==> src/rtl/core/phf_pkg.sv <==
// ----------------------------------------------------------------------------
// phf_pkg
// Shared types, constants and helpers for the packet header formatter.
// ----------------------------------------------------------------------------
`default_nettype none

package phf_pkg;

  localparam int MAX_HDR_SYMBOLS = 64;
  localparam int CNT_W           = $clog2(MAX_HDR_SYMBOLS + 1);
  localparam int WIDTH_W         = 4;
  localparam int MAX_SYM_BITS    = 8;
  localparam int LEN_W           = 12;
  localparam int CRC_W           = 8;
  localparam int OFF_W           = 5;
  localparam int CFG_DATA_W      = 7;
  localparam int CFG_ADDR_W      = 1;
  localparam int CRC_STAGES      = 4;
  localparam int QDEPTH          = 2;
  localparam int QPTR_W          = $clog2(QDEPTH);
  localparam int QCNT_W          = $clog2(QDEPTH + 1);

  localparam logic [CRC_W-1:0] CRC_POLY = 8'h07;
  localparam logic [CRC_W-1:0] CRC_INIT = 8'hFF;

  localparam logic [CNT_W-1:0]   HDR_SYMBOLS_RST = 7'd32;
  localparam logic [WIDTH_W-1:0] SYM_BITS_RST    = 4'd1;

  // configuration register indexes
  typedef enum logic [CFG_ADDR_W-1:0] {
    REG_HEADER_SYMBOLS  = 1'b0,
    REG_BITS_PER_SYMBOL = 1'b1
  } reg_idx_t;

  // header field being sliced
  typedef enum logic [1:0] {
    FLD_LEN = 2'd0,
    FLD_NUM = 2'd1,
    FLD_CRC = 2'd2,
    FLD_PAD = 2'd3
  } fld_t;

  typedef struct packed {
    logic [CRC_W-1:0] crc;
    logic [LEN_W-1:0] num;
    logic [LEN_W-1:0] len;
  } hdr_desc_t;

  // effective (clamped) configuration
  typedef struct packed {
    logic [CNT_W-1:0]   count;
    logic [WIDTH_W-1:0] width;
  } fmt_cfg_t;

  function automatic logic [CRC_W-1:0] crc8_byte(input logic [CRC_W-1:0] crc_in,
                                                  input logic [7:0] data);
    logic [CRC_W-1:0] c;
    c = crc_in ^ data;
    for (int b = 0; b < 8; b++) begin
      if (c[CRC_W-1]) begin
        c = {c[CRC_W-2:0], 1'b0} ^ CRC_POLY;
      end else begin
        c = {c[CRC_W-2:0], 1'b0};
      end
    end
    return c;
  endfunction

  function automatic logic [CNT_W-1:0] clamp_count(input logic [CNT_W-1:0] raw);
    logic [CNT_W-1:0] r;
    r = raw;
    if (raw == '0) begin
      r = CNT_W'(1);
    end else if (raw > CNT_W'(MAX_HDR_SYMBOLS)) begin
      r = CNT_W'(MAX_HDR_SYMBOLS);
    end
    return r;
  endfunction

  function automatic logic [WIDTH_W-1:0] clamp_width(input logic [WIDTH_W-1:0] raw);
    logic [WIDTH_W-1:0] r;
    r = raw;
    if (raw == '0) begin
      r = WIDTH_W'(1);
    end else if (raw > WIDTH_W'(MAX_SYM_BITS)) begin
      r = WIDTH_W'(MAX_SYM_BITS);
    end
    return r;
  endfunction

endpackage

`default_nettype wire

==> src/rtl/core/phf_front.sv <==
// ----------------------------------------------------------------------------
// phf_front
// Accepts packet lengths, numbers them and runs the CRC one byte per stage.
// ----------------------------------------------------------------------------
`default_nettype none

module phf_front (
  input  wire logic               clk,
  input  wire logic               rst_n,
  input  wire logic               in_valid,
  output logic                    in_ready,
  input  wire logic [15:0]        in_len,
  output logic                    push,
  output phf_pkg::hdr_desc_t      push_data,
  input  wire logic               push_ready
);

  phf_pkg::hdr_desc_t st_r   [phf_pkg::CRC_STAGES];
  phf_pkg::hdr_desc_t st_nxt [phf_pkg::CRC_STAGES];
  logic [phf_pkg::CRC_STAGES-1:0] v_r, v_nxt;
  logic [phf_pkg::LEN_W-1:0] ctr_r, ctr_nxt;
  logic en;
  logic acc;

  assign en        = !v_r[phf_pkg::CRC_STAGES-1] || push_ready;
  assign in_ready  = en;
  assign acc       = in_valid && en;
  assign push      = v_r[phf_pkg::CRC_STAGES-1] && push_ready;
  assign push_data = st_r[phf_pkg::CRC_STAGES-1];

  always_comb begin
    st_nxt  = st_r;
    v_nxt   = v_r;
    ctr_nxt = ctr_r;
    if (acc) begin
      ctr_nxt = ctr_r + 1'b1;
    end
    if (en) begin
      v_nxt = {v_r[phf_pkg::CRC_STAGES-2:0], acc};
      st_nxt[0].len = in_len[phf_pkg::LEN_W-1:0];
      st_nxt[0].num = ctr_r;
      st_nxt[0].crc = phf_pkg::crc8_byte(phf_pkg::CRC_INIT, in_len[7:0]);
      // bytes go len_lo, len_hi, num_lo, num_hi
      st_nxt[1]     = st_r[0];
      st_nxt[1].crc = phf_pkg::crc8_byte(st_r[0].crc, {4'b0, st_r[0].len[11:8]});
      st_nxt[2]     = st_r[1];
      st_nxt[2].crc = phf_pkg::crc8_byte(st_r[1].crc, st_r[1].num[7:0]);
      st_nxt[3]     = st_r[2];
      st_nxt[3].crc = phf_pkg::crc8_byte(st_r[2].crc, {4'b0, st_r[2].num[11:8]});
    end
  end

  always_ff @(posedge clk) begin
    if (!rst_n) begin
      v_r   <= '0;
      ctr_r <= '0;
    end else begin
      v_r   <= v_nxt;
      ctr_r <= ctr_nxt;
    end
  end

  always_ff @(posedge clk) begin
    st_r <= st_nxt;
  end

  a_ctr_step: assert property (@(posedge clk) disable iff (!rst_n)
    acc |=> ctr_r == phf_pkg::LEN_W'($past(ctr_r) + 1'b1))
    else $error("header number did not advance by one on transfer");

  a_stall_hold: assert property (@(posedge clk) disable iff (!rst_n)
    v_r[phf_pkg::CRC_STAGES-1] && !push_ready |=>
      v_r[phf_pkg::CRC_STAGES-1] &&
      st_r[phf_pkg::CRC_STAGES-1] == $past(st_r[phf_pkg::CRC_STAGES-1]))
    else $error("last crc stage lost its descriptor while the queue was full");

endmodule

`default_nettype wire

==> src/rtl/core/phf_queue.sv <==
// ----------------------------------------------------------------------------
// phf_queue
// Short descriptor queue between the crc front end and the symbol back end.
// ----------------------------------------------------------------------------
`default_nettype none

module phf_queue (
  input  wire logic               clk,
  input  wire logic               rst_n,
  input  wire logic               push,
  input  phf_pkg::hdr_desc_t      push_data,
  output logic                    push_ready,
  output logic                    pop_valid,
  output phf_pkg::hdr_desc_t      pop_data,
  input  wire logic               pop
);

  phf_pkg::hdr_desc_t mem_r [phf_pkg::QDEPTH];
  logic [phf_pkg::QPTR_W-1:0] wr_r, wr_nxt, rd_r, rd_nxt;
  logic [phf_pkg::QCNT_W-1:0] cnt_r, cnt_nxt;

  assign pop_valid  = cnt_r != '0;
  assign pop_data   = mem_r[rd_r];
  // a slot frees up in the same cycle as a pop
  assign push_ready = (cnt_r != phf_pkg::QCNT_W'(phf_pkg::QDEPTH)) || pop;

  always_comb begin
    wr_nxt  = wr_r;
    rd_nxt  = rd_r;
    cnt_nxt = cnt_r;
    if (push) begin
      wr_nxt = (wr_r == phf_pkg::QPTR_W'(phf_pkg::QDEPTH - 1)) ? '0 : wr_r + 1'b1;
    end
    if (pop) begin
      rd_nxt = (rd_r == phf_pkg::QPTR_W'(phf_pkg::QDEPTH - 1)) ? '0 : rd_r + 1'b1;
    end
    if (push && !pop) begin
      cnt_nxt = cnt_r + 1'b1;
    end else if (pop && !push) begin
      cnt_nxt = cnt_r - 1'b1;
    end
  end

  always_ff @(posedge clk) begin
    if (!rst_n) begin
      wr_r  <= '0;
      rd_r  <= '0;
      cnt_r <= '0;
    end else begin
      wr_r  <= wr_nxt;
      rd_r  <= rd_nxt;
      cnt_r <= cnt_nxt;
    end
  end

  always_ff @(posedge clk) begin
    if (push) begin
      mem_r[wr_r] <= push_data;
    end
  end

  a_no_underflow: assert property (@(posedge clk) disable iff (!rst_n)
    pop |-> cnt_r != '0)
    else $error("descriptor queue popped while empty");

  a_no_overflow: assert property (@(posedge clk) disable iff (!rst_n)
    push |-> push_ready)
    else $error("descriptor queue pushed while full");

endmodule

`default_nettype wire

==> src/rtl/core/phf_back.sv <==
// ----------------------------------------------------------------------------
// phf_back
// Slices the queued header fields into symbols, one per cycle while a header is queued and out_ready allows.
// ----------------------------------------------------------------------------
`default_nettype none

module phf_back (
  input  wire logic               clk,
  input  wire logic               rst_n,
  input  phf_pkg::fmt_cfg_t       cfg,
  input  wire logic               q_valid,
  input  phf_pkg::hdr_desc_t      q_data,
  output logic                    q_pop,
  output logic                    out_valid,
  input  wire logic               out_ready,
  output logic [7:0]              out_symbol,
  output logic                    out_last
);

  logic [phf_pkg::CNT_W-1:0] pos_r, pos_nxt;
  logic [phf_pkg::OFF_W-1:0] off_r, off_nxt;
  phf_pkg::fld_t             fld_r, fld_nxt;
  logic                      ov_r, ov_nxt;
  logic [7:0]                sym_r, sym_nxt;
  logic                      last_r, last_nxt;

  logic                      adv, emit, is_last;
  logic [phf_pkg::LEN_W-1:0] val;
  logic [phf_pkg::OFF_W-1:0] nbits;
  logic [phf_pkg::OFF_W-1:0] off_sum;
  logic [8:0]                mask9;
  logic [phf_pkg::LEN_W-1:0] shifted;

  assign adv      = !ov_r || out_ready;
  assign emit     = adv && q_valid;
  assign is_last  = phf_pkg::CNT_W'(pos_r + 1'b1) == cfg.count;
  assign q_pop    = emit && is_last;
  assign mask9    = 9'((9'd1 << cfg.width) - 9'd1);
  assign off_sum  = off_r + phf_pkg::OFF_W'(cfg.width);
  assign shifted  = val >> off_r;

  always_comb begin
    case (fld_r)
      phf_pkg::FLD_LEN: begin
        val   = q_data.len;
        nbits = phf_pkg::OFF_W'(phf_pkg::LEN_W);
      end
      phf_pkg::FLD_NUM: begin
        val   = q_data.num;
        nbits = phf_pkg::OFF_W'(phf_pkg::LEN_W);
      end
      phf_pkg::FLD_CRC: begin
        val   = phf_pkg::LEN_W'(q_data.crc);
        nbits = phf_pkg::OFF_W'(phf_pkg::CRC_W);
      end
      default: begin
        val   = '0;
        nbits = phf_pkg::OFF_W'(phf_pkg::LEN_W);
      end
    endcase
  end

  always_comb begin
    pos_nxt  = pos_r;
    off_nxt  = off_r;
    fld_nxt  = fld_r;
    ov_nxt   = ov_r;
    sym_nxt  = sym_r;
    last_nxt = last_r;
    if (emit) begin
      ov_nxt   = 1'b1;
      sym_nxt  = shifted[7:0] & mask9[7:0];
      last_nxt = is_last;
      if (is_last) begin
        pos_nxt = '0;
        off_nxt = '0;
        fld_nxt = phf_pkg::FLD_LEN;
      end else begin
        pos_nxt = pos_r + 1'b1;
        if (off_sum >= nbits) begin
          off_nxt = '0;
          case (fld_r)
            phf_pkg::FLD_LEN: fld_nxt = phf_pkg::FLD_NUM;
            phf_pkg::FLD_NUM: fld_nxt = phf_pkg::FLD_CRC;
            default:          fld_nxt = phf_pkg::FLD_PAD;
          endcase
        end else begin
          off_nxt = off_sum;
        end
      end
    end else if (adv) begin
      ov_nxt = 1'b0;
    end
  end

  always_ff @(posedge clk) begin
    if (!rst_n) begin
      pos_r <= '0;
      off_r <= '0;
      fld_r <= phf_pkg::FLD_LEN;
      ov_r  <= 1'b0;
    end else begin
      pos_r <= pos_nxt;
      off_r <= off_nxt;
      fld_r <= fld_nxt;
      ov_r  <= ov_nxt;
    end
  end

  always_ff @(posedge clk) begin
    sym_r  <= sym_nxt;
    last_r <= last_nxt;
  end

  assign out_valid  = ov_r;
  assign out_symbol = sym_r;
  assign out_last   = last_r;

  a_restart: assert property (@(posedge clk) disable iff (!rst_n)
    q_pop |=> pos_r == '0 && off_r == '0 && fld_r == phf_pkg::FLD_LEN)
    else $error("slicer did not restart after the final symbol");

  a_pos_range: assert property (@(posedge clk) disable iff (!rst_n)
    q_valid |-> pos_r < cfg.count)
    else $error("symbol position ran past the header length");

endmodule

`default_nettype wire

==> src/rtl/core/packet_header_formatter_core.sv <==
// ----------------------------------------------------------------------------
// packet_header_formatter_core
// Builds a crc-8 protected header (length, header number, crc) per length.
// ----------------------------------------------------------------------------
// path: an input passes the 4 crc stage registers, the queue and the output symbol register
// throughput: one symbol per cycle while out_tready is high and a header is queued;
// a header is header_symbols symbols long (default 32), and the 4-stage crc front end
// and 2-entry queue hide the gap between headers
// reset: synchronous active-low; header number clears to 0, header_symbols to 32,
// bits_per_symbol to 1, and all queued or in-flight headers are dropped
`default_nettype none

module packet_header_formatter_core (
  input  wire logic                              clk,
  input  wire logic                              rst_n,
  input  wire logic                              in_tvalid,
  output logic                                   in_tready,
  input  wire logic [15:0]                       in_tdata,   // [15:0] packet_length
  output logic                                   out_tvalid,
  input  wire logic                              out_tready,
  output logic [7:0]                             out_tdata,  // [7:0] symbol
  output logic                                   out_tlast,
  input  wire logic                              cfg_we,
  input  wire logic [phf_pkg::CFG_ADDR_W-1:0]    cfg_addr,
  input  wire logic [phf_pkg::CFG_DATA_W-1:0]    cfg_wdata
);

  logic [phf_pkg::CNT_W-1:0]   hdr_syms_r;
  logic [phf_pkg::WIDTH_W-1:0] sym_bits_r;
  phf_pkg::fmt_cfg_t           cfg;

  logic                        push, push_ready, q_valid, q_pop;
  phf_pkg::hdr_desc_t          push_data, q_data;

  always_ff @(posedge clk) begin
    if (!rst_n) begin
      hdr_syms_r <= phf_pkg::HDR_SYMBOLS_RST;
      sym_bits_r <= phf_pkg::SYM_BITS_RST;
    end else if (cfg_we) begin
      case (phf_pkg::reg_idx_t'(cfg_addr))
        phf_pkg::REG_HEADER_SYMBOLS:  hdr_syms_r <= cfg_wdata[phf_pkg::CNT_W-1:0];
        phf_pkg::REG_BITS_PER_SYMBOL: sym_bits_r <= cfg_wdata[phf_pkg::WIDTH_W-1:0];
        default: ;
      endcase
    end
  end

  assign cfg.count = phf_pkg::clamp_count(hdr_syms_r);
  assign cfg.width = phf_pkg::clamp_width(sym_bits_r);

  phf_front u_front (
    .clk        (clk),
    .rst_n      (rst_n),
    .in_valid   (in_tvalid),
    .in_ready   (in_tready),
    .in_len     (in_tdata),
    .push       (push),
    .push_data  (push_data),
    .push_ready (push_ready)
  );

  phf_queue u_queue (
    .clk        (clk),
    .rst_n      (rst_n),
    .push       (push),
    .push_data  (push_data),
    .push_ready (push_ready),
    .pop_valid  (q_valid),
    .pop_data   (q_data),
    .pop        (q_pop)
  );

  phf_back u_back (
    .clk        (clk),
    .rst_n      (rst_n),
    .cfg        (cfg),
    .q_valid    (q_valid),
    .q_data     (q_data),
    .q_pop      (q_pop),
    .out_valid  (out_tvalid),
    .out_ready  (out_tready),
    .out_symbol (out_tdata),
    .out_last   (out_tlast)
  );

endmodule

`default_nettype wire
==> config.mk <==
export PLATFORM = sky130hd
export DESIGN_NAME = packet_header_formatter_core
export DESIGN_NICKNAME = d
export VERILOG_FILES = /design/src/rtl/core/phf_pkg.sv /design/src/rtl/core/phf_front.sv /design/src/rtl/core/phf_queue.sv /design/src/rtl/core/phf_back.sv /design/src/rtl/core/packet_header_formatter_core.sv
export SDC_FILE = /design/constraint.sdc
export NUM_CORES = 1
export LEC_CHECK = 0
export BUFFER_PORTS_ARGS = -buffer_cell sky130_fd_sc_hd__clkbuf_2
export CORE_MARGIN = 2
export CORE_UTILIZATION = 35
export DETAILED_ROUTE_END_ITERATION = 8
export PLACE_DENSITY = 0.6
export SYNTH_ARGS = -nofsm -noshare
export SYNTH_HDL_FRONTEND = slang
export SYNTH_SLANG_ARGS = --single-unit
==> constraint.sdc <==
create_clock -name clk -period 4.7 [get_ports clk]
set_input_delay 0 -clock clk [delete_from_list [all_inputs] [get_ports clk]]
set_output_delay 0 -clock clk [all_outputs]
set_load 0.03 [all_outputs]
Word level (Yosys, flattened, before mapping)
Memories as Yosys holds them, arrays and structs flattened. A register that Yosys moved wholly into a read port is not among the register bits.
Cells that the tools add are included.
{ "totals": {"inputBits": 29, "regBits": 183, "memories": 1, "ram_bits": 64, "word_cells": 190, "out_inout_bits": 11} }
{ "memory_table": {"columns": ["name", "depth", "width", "rd", "rd_ports_with_merged_regs", "wr", "line_no", "text"], "rows": [
  ["u_queue.mem_r", 2, 32, 1, 1, 1, "phf_queue.sv:18", "phf_pkg::hdr_desc_t mem_r [phf_pkg::QDEPTH];"]
]} }
{ "op_classes": {"addsub": 8, "muxes": 82, "bitwise_logic": 38, "n_lt_le_gt_ge": 3, "eq_ne": 4, "reduce_logical": 23, "n_shift": 2} }
{ "ops": {"columns": ["op", "count"], "rows": [
  ["$mux W8", 28],
  ["$mux W3", 33],
  ["$not A3 Y3", 32],
  ["$pmux W12 S3", 1],
  ["$mux W7", 3],
  ["$xor A8 B4 Y8", 2],
  ["$add A12 B1 Y12 const B", 1],
  ["$shr A12 B5 Y8", 1],
  ["$mux W5", 2],
  ["$and A8 B8 Y8", 1],
  ["$mux W1", 8],
  ["$mux W2", 4],
  ["$mux W4", 2],
  ["$not A8 Y8", 1],
  ["$reduce_bool A2 Y1", 4],
  ["$shl A1 B4 Y8 const A", 1],
  ["$sub A8 B1 Y8 const B", 1],
  ["$xor A8 B8 Y8", 1],
  ["$add A7 B1 Y7 const B", 1],
  ["$eq A7 B7 Y1", 1],
  ["$gt A7 B7 Y1 const B", 1],
  ["$logic_not A7 Y1", 1],
  ["$logic_and A1 B1 Y1", 6],
  ["$reduce_and A2 Y1", 3],
  ["other kinds (15)", 21]
]} }

Longest topological paths before layout
Gate-level depths: netlist of the first run.
{ "depth": {"depth_word": 28, "ltp_mapped": 14, "mapped_depth_nobuf": 14} }

Modules after synthesis
From an unflattened synthesis of the first run, not the netlist that was laid out.
{ "hier_totals": {"cells_unflattened": 748, "hier_area_um2": 10716.5} }
{ "by_module_without_submodules": {"columns": ["module", "area_each_um2", "cells_per_inst", "instances", "seq_area_each_um2"], "rows": [
  ["phf_front", 5417.7, 310, 1, 4164.0],
  ["phf_queue", 2529.9, 123, 1, 2021.9],
  ["phf_back", 2254.7, 251, 1, 570.5],
  ["packet_header_formatter_core", 514.2, 64, 1, 220.2]
]} }

Least setup slack after synthesis of the first run
OpenSTA, ideal clock, no wires.
{ "synth_timing": {"kind": "register -> register", "from": "register u_back.pos_r[0] (netlist name)", "to": "register u_front.st_r (netlist bit u_front.push_data[0]) (enable)", "period_less_slack_ns": 4.462, "stages_incl_launch_ff": 11, "n_path_buf": 2, "arrival_time_ns": 4.033, "setup_time_ns": 0.429, "required_ns": 4.271, "path_slack_ns": 0.238, "path_cell_list": "dfxtp_1 ha_1 nand3_2 or3_4 a221oi_2 o31ai_2 a2111oi_4 a211oi_4 buf_6 buf_2 inv_2"} }
{ "synth_between": {"elab_chain_cells": 5} }
{ "synth_rtl": {"columns": ["item", "line_no", "text"], "rows": [
  ["start, declared", "phf_back.sv:20", "logic [phf_pkg::CNT_W-1:0] pos_r, pos_nxt;"],
  ["start signal, assigned", "phf_back.sv:103", "pos_r <= pos_nxt;"],
  ["$add A7 B1 Y7", "phf_back.sv:36", "assign is_last = phf_pkg::CNT_W'(pos_r + 1'b1) == cfg.count;"],
  ["$eq A7 B7 Y1", "phf_back.sv:36", null],
  ["net u_back.is_last", "phf_back.sv:27", "logic adv, emit, is_last;"],
  ["$logic_and A1 B1 Y1", "phf_back.sv:37", "assign q_pop = emit && is_last;"],
  ["$logic_or A1 B1 Y1", "phf_queue.sv:25", "assign push_ready = (cnt_r != phf_pkg::QCNT_W'(phf_pkg::QDEPTH)) || pop;"],
  ["$logic_or A1 B1 Y1", "phf_front.sv:25", "assign en = !v_r[phf_pkg::CRC_STAGES-1] || push_ready;"],
  ["net in_tready", "packet_header_formatter_core.sv:17", "output logic in_tready,"],
  ["end signal, assigned", "phf_front.sv:64", "st_r <= st_nxt;"],
  ["end, declared", "phf_front.sv:18", "phf_pkg::hdr_desc_t st_r [phf_pkg::CRC_STAGES];"]
]} }
The timed path passes the listed nets, and every way through them passes these cells.
A chain may end at the register's enable or synchronous reset.

Worst setup path after layout of the first run
{ "layout_timing": {"from": "register u_back.pos_r[0] (netlist name)", "to": "register u_front.ctr_r[1] (netlist name)"} }
{ "layout_between": {"elab_chain_cells": 6} }
{ "layout_rtl": {"columns": ["item", "line_no", "text"], "rows": [
  ["$add A7 B1 Y7", "phf_back.sv:36", null],
  ["$eq A7 B7 Y1", "phf_back.sv:36", null],
  ["net u_back.is_last", "phf_back.sv:27", null],
  ["$logic_and A1 B1 Y1", "phf_back.sv:37", null],
  ["$logic_or A1 B1 Y1", "phf_queue.sv:25", null],
  ["$logic_or A1 B1 Y1", "phf_front.sv:25", null],
  ["$logic_and A1 B1 Y1", "phf_front.sv:27", "assign acc = in_valid && en;"],
  ["end signal, assigned", "phf_front.sv:59", "ctr_r <= ctr_nxt;"],
  ["end, declared", "phf_front.sv:21", "logic [phf_pkg::LEN_W-1:0] ctr_r, ctr_nxt;"]
]} }
The timed path passes the listed nets, and every way through them passes these cells.

==> metrics.yaml, run 1 <==
yosys:
  synthArstFlopShare: 0
  synth-edff-count: 201
  synth_largest_area_cell: "edfxtp_1"
  netlist_instances: 709
  synth_cell_types: 63
  avg_synthesized_cell_area_um2: 14.2
  yosys-top-cells-area: "edfxtp_1 (60%), dfxtp_1 (9.3%), xnor2_1 (4.4%), xor2_1 (2.3%), a21oi_1 (2.0%)"
  seq_area_frac_synth: 0.693
  synthDominantCellAreaShare: 0.599
  synthFlopType: "edfxtp_1"
  syn_nets: 748
  synth.cell_area_um2: 10100
  ys_warn_count: 0
  yosys_register_bits: 248
setup_path:
  cp_slowest_stage_delay_ns: 0.59
  worst-endpoint-arrival_ns: 4.17
  setup.worst_path.start_class: "flop"
  crit_fanout: 24
  cp_cell_sequence: "ha_1 -> nand3_2 -> o21ai_1 -> nand2_1 -> or4_4 -> a2111oi_4 -> a211oi_4 -> buf_4 -> o211ai_1 -> o21ai_1 -> dlygate4sd3_1"
  setup.worst_path.class: "flop to flop"
  cp_slowest_cell: "a2111oi_4"
  critical_path_required_ns: 5.13
  crit_end_category: "flop"
  critPathMostFrequentCell: "o21ai_1"
detailed_routing:
  drtAntennaViolNets: 0
  drt-total-wl_mm: 17.2
  detailed_route_via_count: 5618
  avgRoutedWirePerCell_um: 14.4
  vias_per_cell: 4.69
  first_iter_violations: 338
  drcViolationCount: 0
  detailedRoute.firstPassIterationCount: 5
power:
  power_frac_comb: 0.121
  power.share.switching: 0.233
  p_per_area_nw_per_um2: 443
  vdd_ir_drop_max_mv: 0.316
  seq_power_share: 0.522
  internal-power_w: 0.00405
  finalPower_w: 0.00528
  power_frac_clock: 0.356
  net-switching-power_w: 0.00123
  cellLeakagePower_nw: 4.16
clocking:
  cts.htree.levels: 1
  numCtsBuffers: 26
  cts_setup_buffers: 0
  clk_pin_slew_ns: 0.06
  cts_tree: "built"
  clockBufferDepth: 3
  post_cts_resize_count: 0
  latest_clock_arrival_within_the_worst_skew_pair_ns: 0.53
  ctsRootBufferMaster: "clkbuf_16"
  cts_num_sinks: 248
floorplan:
  std_cell_rows: 62
  die_height_um: 174
  dieArea_um2: 30100
  dieWidth_um: 174
  top_level_ports: 40
  core_region_area_um2: 28500
  start_util: 0.353
place:
  io_buffers: 35
  detailed_place.area_um2: 10700
  detailedPlace.worstSlack_ns: 0.991
  gpl_congestion: 0.760
  dp_hpwl_mm: 11.1
timing:
  setup_tns_ns: 0
  hold_viol_final: 0
  timing_max_transition_violations_final: 0
  max_slew_headroom_at_the_worst_pin: 0.412
  report.final.setup_viol: 0
  achievable-frequency_ghz: 0.267
  final_min_period_over_clock_period: 0.797
  worst-slew-pin-transition_ns: 0.880
  unrepaired_setup_endpoints_after_global_routing: "no"
  layout_min_cycle_time_ns: 3.75
  post-route-worst-setup-slack_ns: 0.953
  final.setup_skew_ns: 0.0135
global_routing:
  grt_pass1_vias: 5716
  grt_first_pass_wirelength_mm: 28.7
  grt_util_all_layers: 0.117
  grt-ovfl-total: 0
  grt_antenna_before_repair: 0
  maximum_number_of_pins_on_one_net_before_global_route_repair: 50
cells_and_area:
  final_common_cell: "edfxtp_1"
  combined_area_of_the_multi_input_logic_cells_um2: 2910
  most-common-layout-cells: "edfxtp_1 (201), xnor2_1 (51), nand2_1 (50)"
  fillCellCount: 2722
  regArea_um2: 6980
  area_growth_syn_to_layout_pct: 18.4
  design_area_um2: 11900
  net_total_in_the_final_layout: 834
  final_layout_size_suffix_gt1_frac: 0.142
  number_of_diodes_added_for_antenna_fixing: 0
status:
  outcome: "completed"
worst_hold_path:
  timing.hold.worst.class: "primary input to flop"
run:
  timing.max_cap.violations: 0
[layout make-up]
| class | instances | area share |
|---|---|---|
| Clock buffer | 35 | 0.0591 |
| Clock inverter | 13 | 0.00850 |
| Inverter | 17 | 0.00556 |
| Multi-Input combinational cell | 417 | 0.244 |
| Sequential cell | 248 | 0.585 |
| Tap cell | 384 | 0.0403 |
| Timing Repair Buffer | 85 | 0.0569 |
[cells by family after synthesis]
| kind of cell | after synthesis | share of synthesized area |
|---|---|---|
| flip-flops | 248 | 0.693 |
| AND/OR/NAND/NOR | 173 | 0.0833 |
| AO/OA/AOI/OAI | 122 | 0.0810 |
| XOR/XNOR | 77 | 0.0670 |
| buffers and inverters | 44 | 0.0183 |
| multiplexers | 34 | 0.0441 |
| adder cells (fa/ha/maj) | 10 | 0.0132 |
| other | 1 | 0.000372 |
[per-stage QoR]
stage,hold slack (ns),utilization,std cells
2_1_floorplan,0.0989,-,709
3_5_place_dp,0.179,0.375,1110
6_report,0.182,0.418,1199
5_1_grt,0.172,0.418,1199
3_3_place_gp,0.179,0.375,1110
4_1_cts,0.149,0.418,1199
[worst max-delay path, delay by kind of cell, from the launching register on]
kind                     cells  cell delay (ns)
adder cells (fa/ha/maj)      1             0.27
AND/OR/NAND/NOR              3             0.76
AO/OA/AOI/OAI                5             1.33
flip-flops                   1             0.47
buffers and inverters        2             0.82
[synth_stat cells, types with 3 or more instances]
cell / instances
nor2b_1: 9
nor2_1: 47
nand3_1: 12
a22oi_1: 8
o31ai_1: 6
nand2_1: 50
ha_1: 9
and3_1: 5
inv_1: 15
edfxtp_1: 201
a211oi_1: 9
xnor2_1: 51
o21ai_0: 19
or4_1: 5
nand2b_1: 7
mux4_2: 7
dfxtp_1: 47
mux2i_1: 14
mux2_2: 13
xor2_1: 26
o21a_1: 3
clkbuf_1: 22
or3_1: 8
a221oi_1: 5
nor3_1: 11
a21oi_1: 40
nand4_1: 4
o21ai_1: 8
nor4_1: 3
o211ai_1: 5
[path summary, 6_finish.rpt]
kind              slack [ns]  depth (start not counted)                end         startpoint
hold / removal          0.18                          2  u_front.st_r[106]       in_tdata[10]
setup reg to reg        0.95                         11   u_front.ctr_r[1]    u_back.pos_r[0]
setup / recovery        0.95                         11   u_front.ctr_r[1]    u_back.pos_r[0]
hold reg to reg         0.41                          0   u_front.st_r[77]  u_front.st_r[109]
[power groups by stage]
stage               registers (W)  logic (W)  clock network (W)
detailed placement        0.00281   0.000625                  0
floorplan                 0.00277   0.000516                  0
global route              0.00278   0.000718            0.00203
CTS                       0.00276   0.000651            0.00194
global placement          0.00280   0.000619                  0
finish                    0.00276   0.000641            0.00188
[what timing repair did]
action | in CTS | in global routing
hold endpoints to repair | 39 | 0
endpoints found under the setup margin | 0 | 0
hold buffers | 41 | 0
[registers in the layout, summed over array words and instances, names as in the netlist, named ones only]
| name | flops |
|---|---|
| u_front.st_r | 96 |
| u_back.out_valid | 1 |
| u_back.fld_r | 2 |
| u_queue.rd_r | 1 |
| u_back.out_symbol | 8 |
| hdr_syms_r | 7 |
| sym_bits_r | 4 |
| u_front.v_r | 4 |
| u_back.out_last | 1 |
| u_queue.mem_r | 64 |
| u_back.off_r | 5 |
| u_queue.cnt_r | 2 |
| u_front.push_data | 32 |
| u_front.ctr_r | 12 |
| u_queue.wr_r | 1 |
| u_back.pos_r | 7 |
[per-layer routing]
| layer | vias to the layer above | global-route usage | wire length [um] | share of wire |
|---|---|---|---|---|
| met5 | - | 0 | 0 | 0 |
| met4 | 0 | 0.0298 | 318 | 0.018 |
| met3 | 30 | 0.0241 | 653 | 0.038 |
| met2 | 83 | 0.195 | 8050 | 0.47 |
| met1 | 2697 | 0.156 | 8210 | 0.48 |
| li1 | 2808 | - | - | - |
Power figures use the tool's default switching activity.
==> run 2, diff against run 1 <==
Clock period 4.7 ns to 3 ns, I/O delays scaled along.
==> metrics.yaml, run 2 (same netlist as run 1, synthesis figures left out) <==
status:
  outcome: "finished with violations"
  violations: "setup timing"
setup_path:
  reg2reg_depth: 12
  cp.depth: 12
  crit_end_category: "flop"
  setup.worst_path.start_class: "flop"
  setup.worst_path.class: "flop to flop"
  critPathMostFrequentCell: "buf_4"
  critical_path.top_delay_family: "compound AO/OA/AOI/OAI gates"
  setup.worst_path.start: "u_back.pos_r[0]"
  critical_path.reg2reg.startpoint: "u_back.pos_r[0]"
  cp_slowest_cell: "a2111oi_4"
  cp_cell_sequence: "ha_4 -> nand3_4 -> or3_4 -> a221oi_2 -> o31ai_2 -> a2111oi_4 -> buf_4 -> a21o_4 -> buf_4 -> buf_6 -> and3_4 -> clkbuf_16"
  reg2reg_setup_slack_ns: -0.03
  rr_endpoint: "u_queue.mem_r[1][22]"
  worst-endpoint-arrival_ns: 3.28
  cp_num_buf_inv: 4
  crit_fanout: 8
  critical_path_required_ns: 3.25
  cp_slowest_stage_delay_ns: 0.43
  worstSetupEndpoint: "u_queue.mem_r[1][22]"
floorplan:
  dieWidth_um: 174
  core_region_area_um2: 28500
  top_level_ports: 40
  std_cell_rows: 62
  die_height_um: 174
  start_util: 0.353
  dieArea_um2: 30100
timing:
  achievable-frequency_ghz: 0.331
  final.setup_skew_ns: 0.00920
  timing_max_transition_violations_final: 0
  report.final.setup_viol: 17
  hold_viol_final: 0
  final_min_period_over_clock_period: 1.01
  worst-slew-pin-transition_ns: 0.521
  unrepaired_setup_endpoints_after_global_routing: "yes"
  layout_min_cycle_time_ns: 3.03
  setup_tns_ns: -0.362
  max_slew_headroom_at_the_worst_pin: 0.650
  post-route-worst-setup-slack_ns: -0.0254
global_routing:
  grt-ovfl-total: 0
  grt_first_pass_wirelength_mm: 29.6
  grt_antenna_before_repair: 0
  maximum_number_of_pins_on_one_net_before_global_route_repair: 33
  grt_pass1_vias: 5843
  grt_util_all_layers: 0.120
clocking:
  numCtsBuffers: 26
  ctsRootBufferMaster: "clkbuf_16"
  cts.htree.levels: 1
  clk_pin_slew_ns: 0.06
  cts_num_sinks: 248
  cts_tree: "built"
  latest_clock_arrival_within_the_worst_skew_pair_ns: 0.54
  clockBufferDepth: 3
cells_and_area:
  area_growth_syn_to_layout_pct: 25.8
  final_common_cell: "edfxtp_1"
  largest_register: "u_front.st_r"
  most-common-layout-cells: "edfxtp_1 (201), xnor2_1 (51), nand2_1 (49)"
  number_of_diodes_added_for_antenna_fixing: 0
  largest_register_ff_count: 96
  final_layout_size_suffix_gt1_frac: 0.213
  fillCellCount: 2600
  combined_area_of_the_multi_input_logic_cells_um2: 3010
  utilization: 0.444
  regArea_um2: 6980
  fin_cells: 1246
  net_total_in_the_final_layout: 881
power:
  vdd_ir_drop_max_mv: 0.564
  finalPower_w: 0.00857
  cellLeakagePower_nw: 4.50
  p_per_area_nw_per_um2: 676
detailed_routing:
  drt-total-wl_mm: 18.5
  first_iter_violations: 354
  detailed_route_via_count: 5843
  vias_per_cell: 4.69
  detailedRoute.firstPassIterationCount: 4
  drtAntennaViolNets: 0
  avgRoutedWirePerCell_um: 14.9
  drcViolationCount: 0
worst_hold_path:
  timing.hold.worst.class: "primary input to flop"
  hold_path_depth: 2
place:
  placed_cells: 1139
  dp_hpwl_mm: 11.9
  io_buffers: 35
  gpl_congestion: 0.762
run:
  timing.max_cap.violations: 0
[run 2: cell count changes in the layout (fill, tap and decap cells not counted), moves of 3 or more]
cell / before / now
buf_4: 7 / 38
buf_6: 0 / 4
clkbuf_16: 26 / 32
buf_12: 2 / 9
clkbuf_1: 7 / 2
bufinv_16: 0 / 3
dfxtp_1: 47 / 44
inv_6: 0 / 4
clkinvlp_4: 1 / 4
[run 2: worst reg2reg max path, cell delays in order (launching register included)]
cell,delay [ns]
dfxtp_4,0.36
ha_4,0.14
nand3_4,0.07
or3_4,0.37
a221oi_2,0.29
o31ai_2,0.13
a2111oi_4,0.43
buf_4,0.20
a21o_4,0.12
buf_4,0.10
buf_6,0.09
and3_4,0.27
clkbuf_16,0.18
[run 2: worst min-delay path by stage]
stage | slack, ns | from | endpoint
final | 0.18 | in_tdata[8] | u_front.st_r[104]
after global routing | 0.15 | in_tdata[11] | u_front.st_r[107]
after CTS | 0.15 | in_tdata[11] | u_front.st_r[107]
after detailed placement | 0.18 | in_tdata[8] | u_front.st_r[104]
after global placement | 0.18 | in_tdata[10] | u_front.st_r[106]
after floorplan | 0.1 | in_tdata[4] | u_front.st_r[100]
[run 2: metal layers]
layer  track usage  up-vias  wire (um)
met5             0        -          0
met4        0.0336        0        388
met3        0.0213       30        772
met2         0.202      113       8880
met1         0.162     2793       8480
li1              -     2907          -
[run 2: metrics by stage]
stage	hold WS (ns)	cell area, um2	setup slack [ns]
2_1_floorplan	0.0989	10100	-0.154
3_3_place_gp	0.177	11100	0.0384
3_5_place_dp	0.179	11100	-0.0304
4_1_cts	0.148	12500	-0.0183
5_1_grt	0.150	12700	-0.130
6_report	0.176	12700	-0.0254
[run 2: power breakdown]
group	total [W]	switching, W	internal, W
logic	0.00103	0.000504	0.000527
clock network	0.00322	0.00135	0.00188
registers	0.00432	0.000154	0.00416
[run 2: final cells by class]
cell class,instances,area share
clock buffers,28,0.0519
clock inverters,20,0.0175
inverters,17,0.00632
multi-input cells,417,0.237
flip-flops and latches,248,0.551
well taps,384,0.0379
repair buffers,131,0.0972
repair inverters,1,0.000691
[run 2: timing repair]
item,4_1_cts,5_1_grt
hold buffers,40,0
resized for setup,8,11
pin swaps,8,5
setup endpoints to repair,7,185
endpoints found under the hold margin,41,0
setup buffers,9,4
cloned,1,5
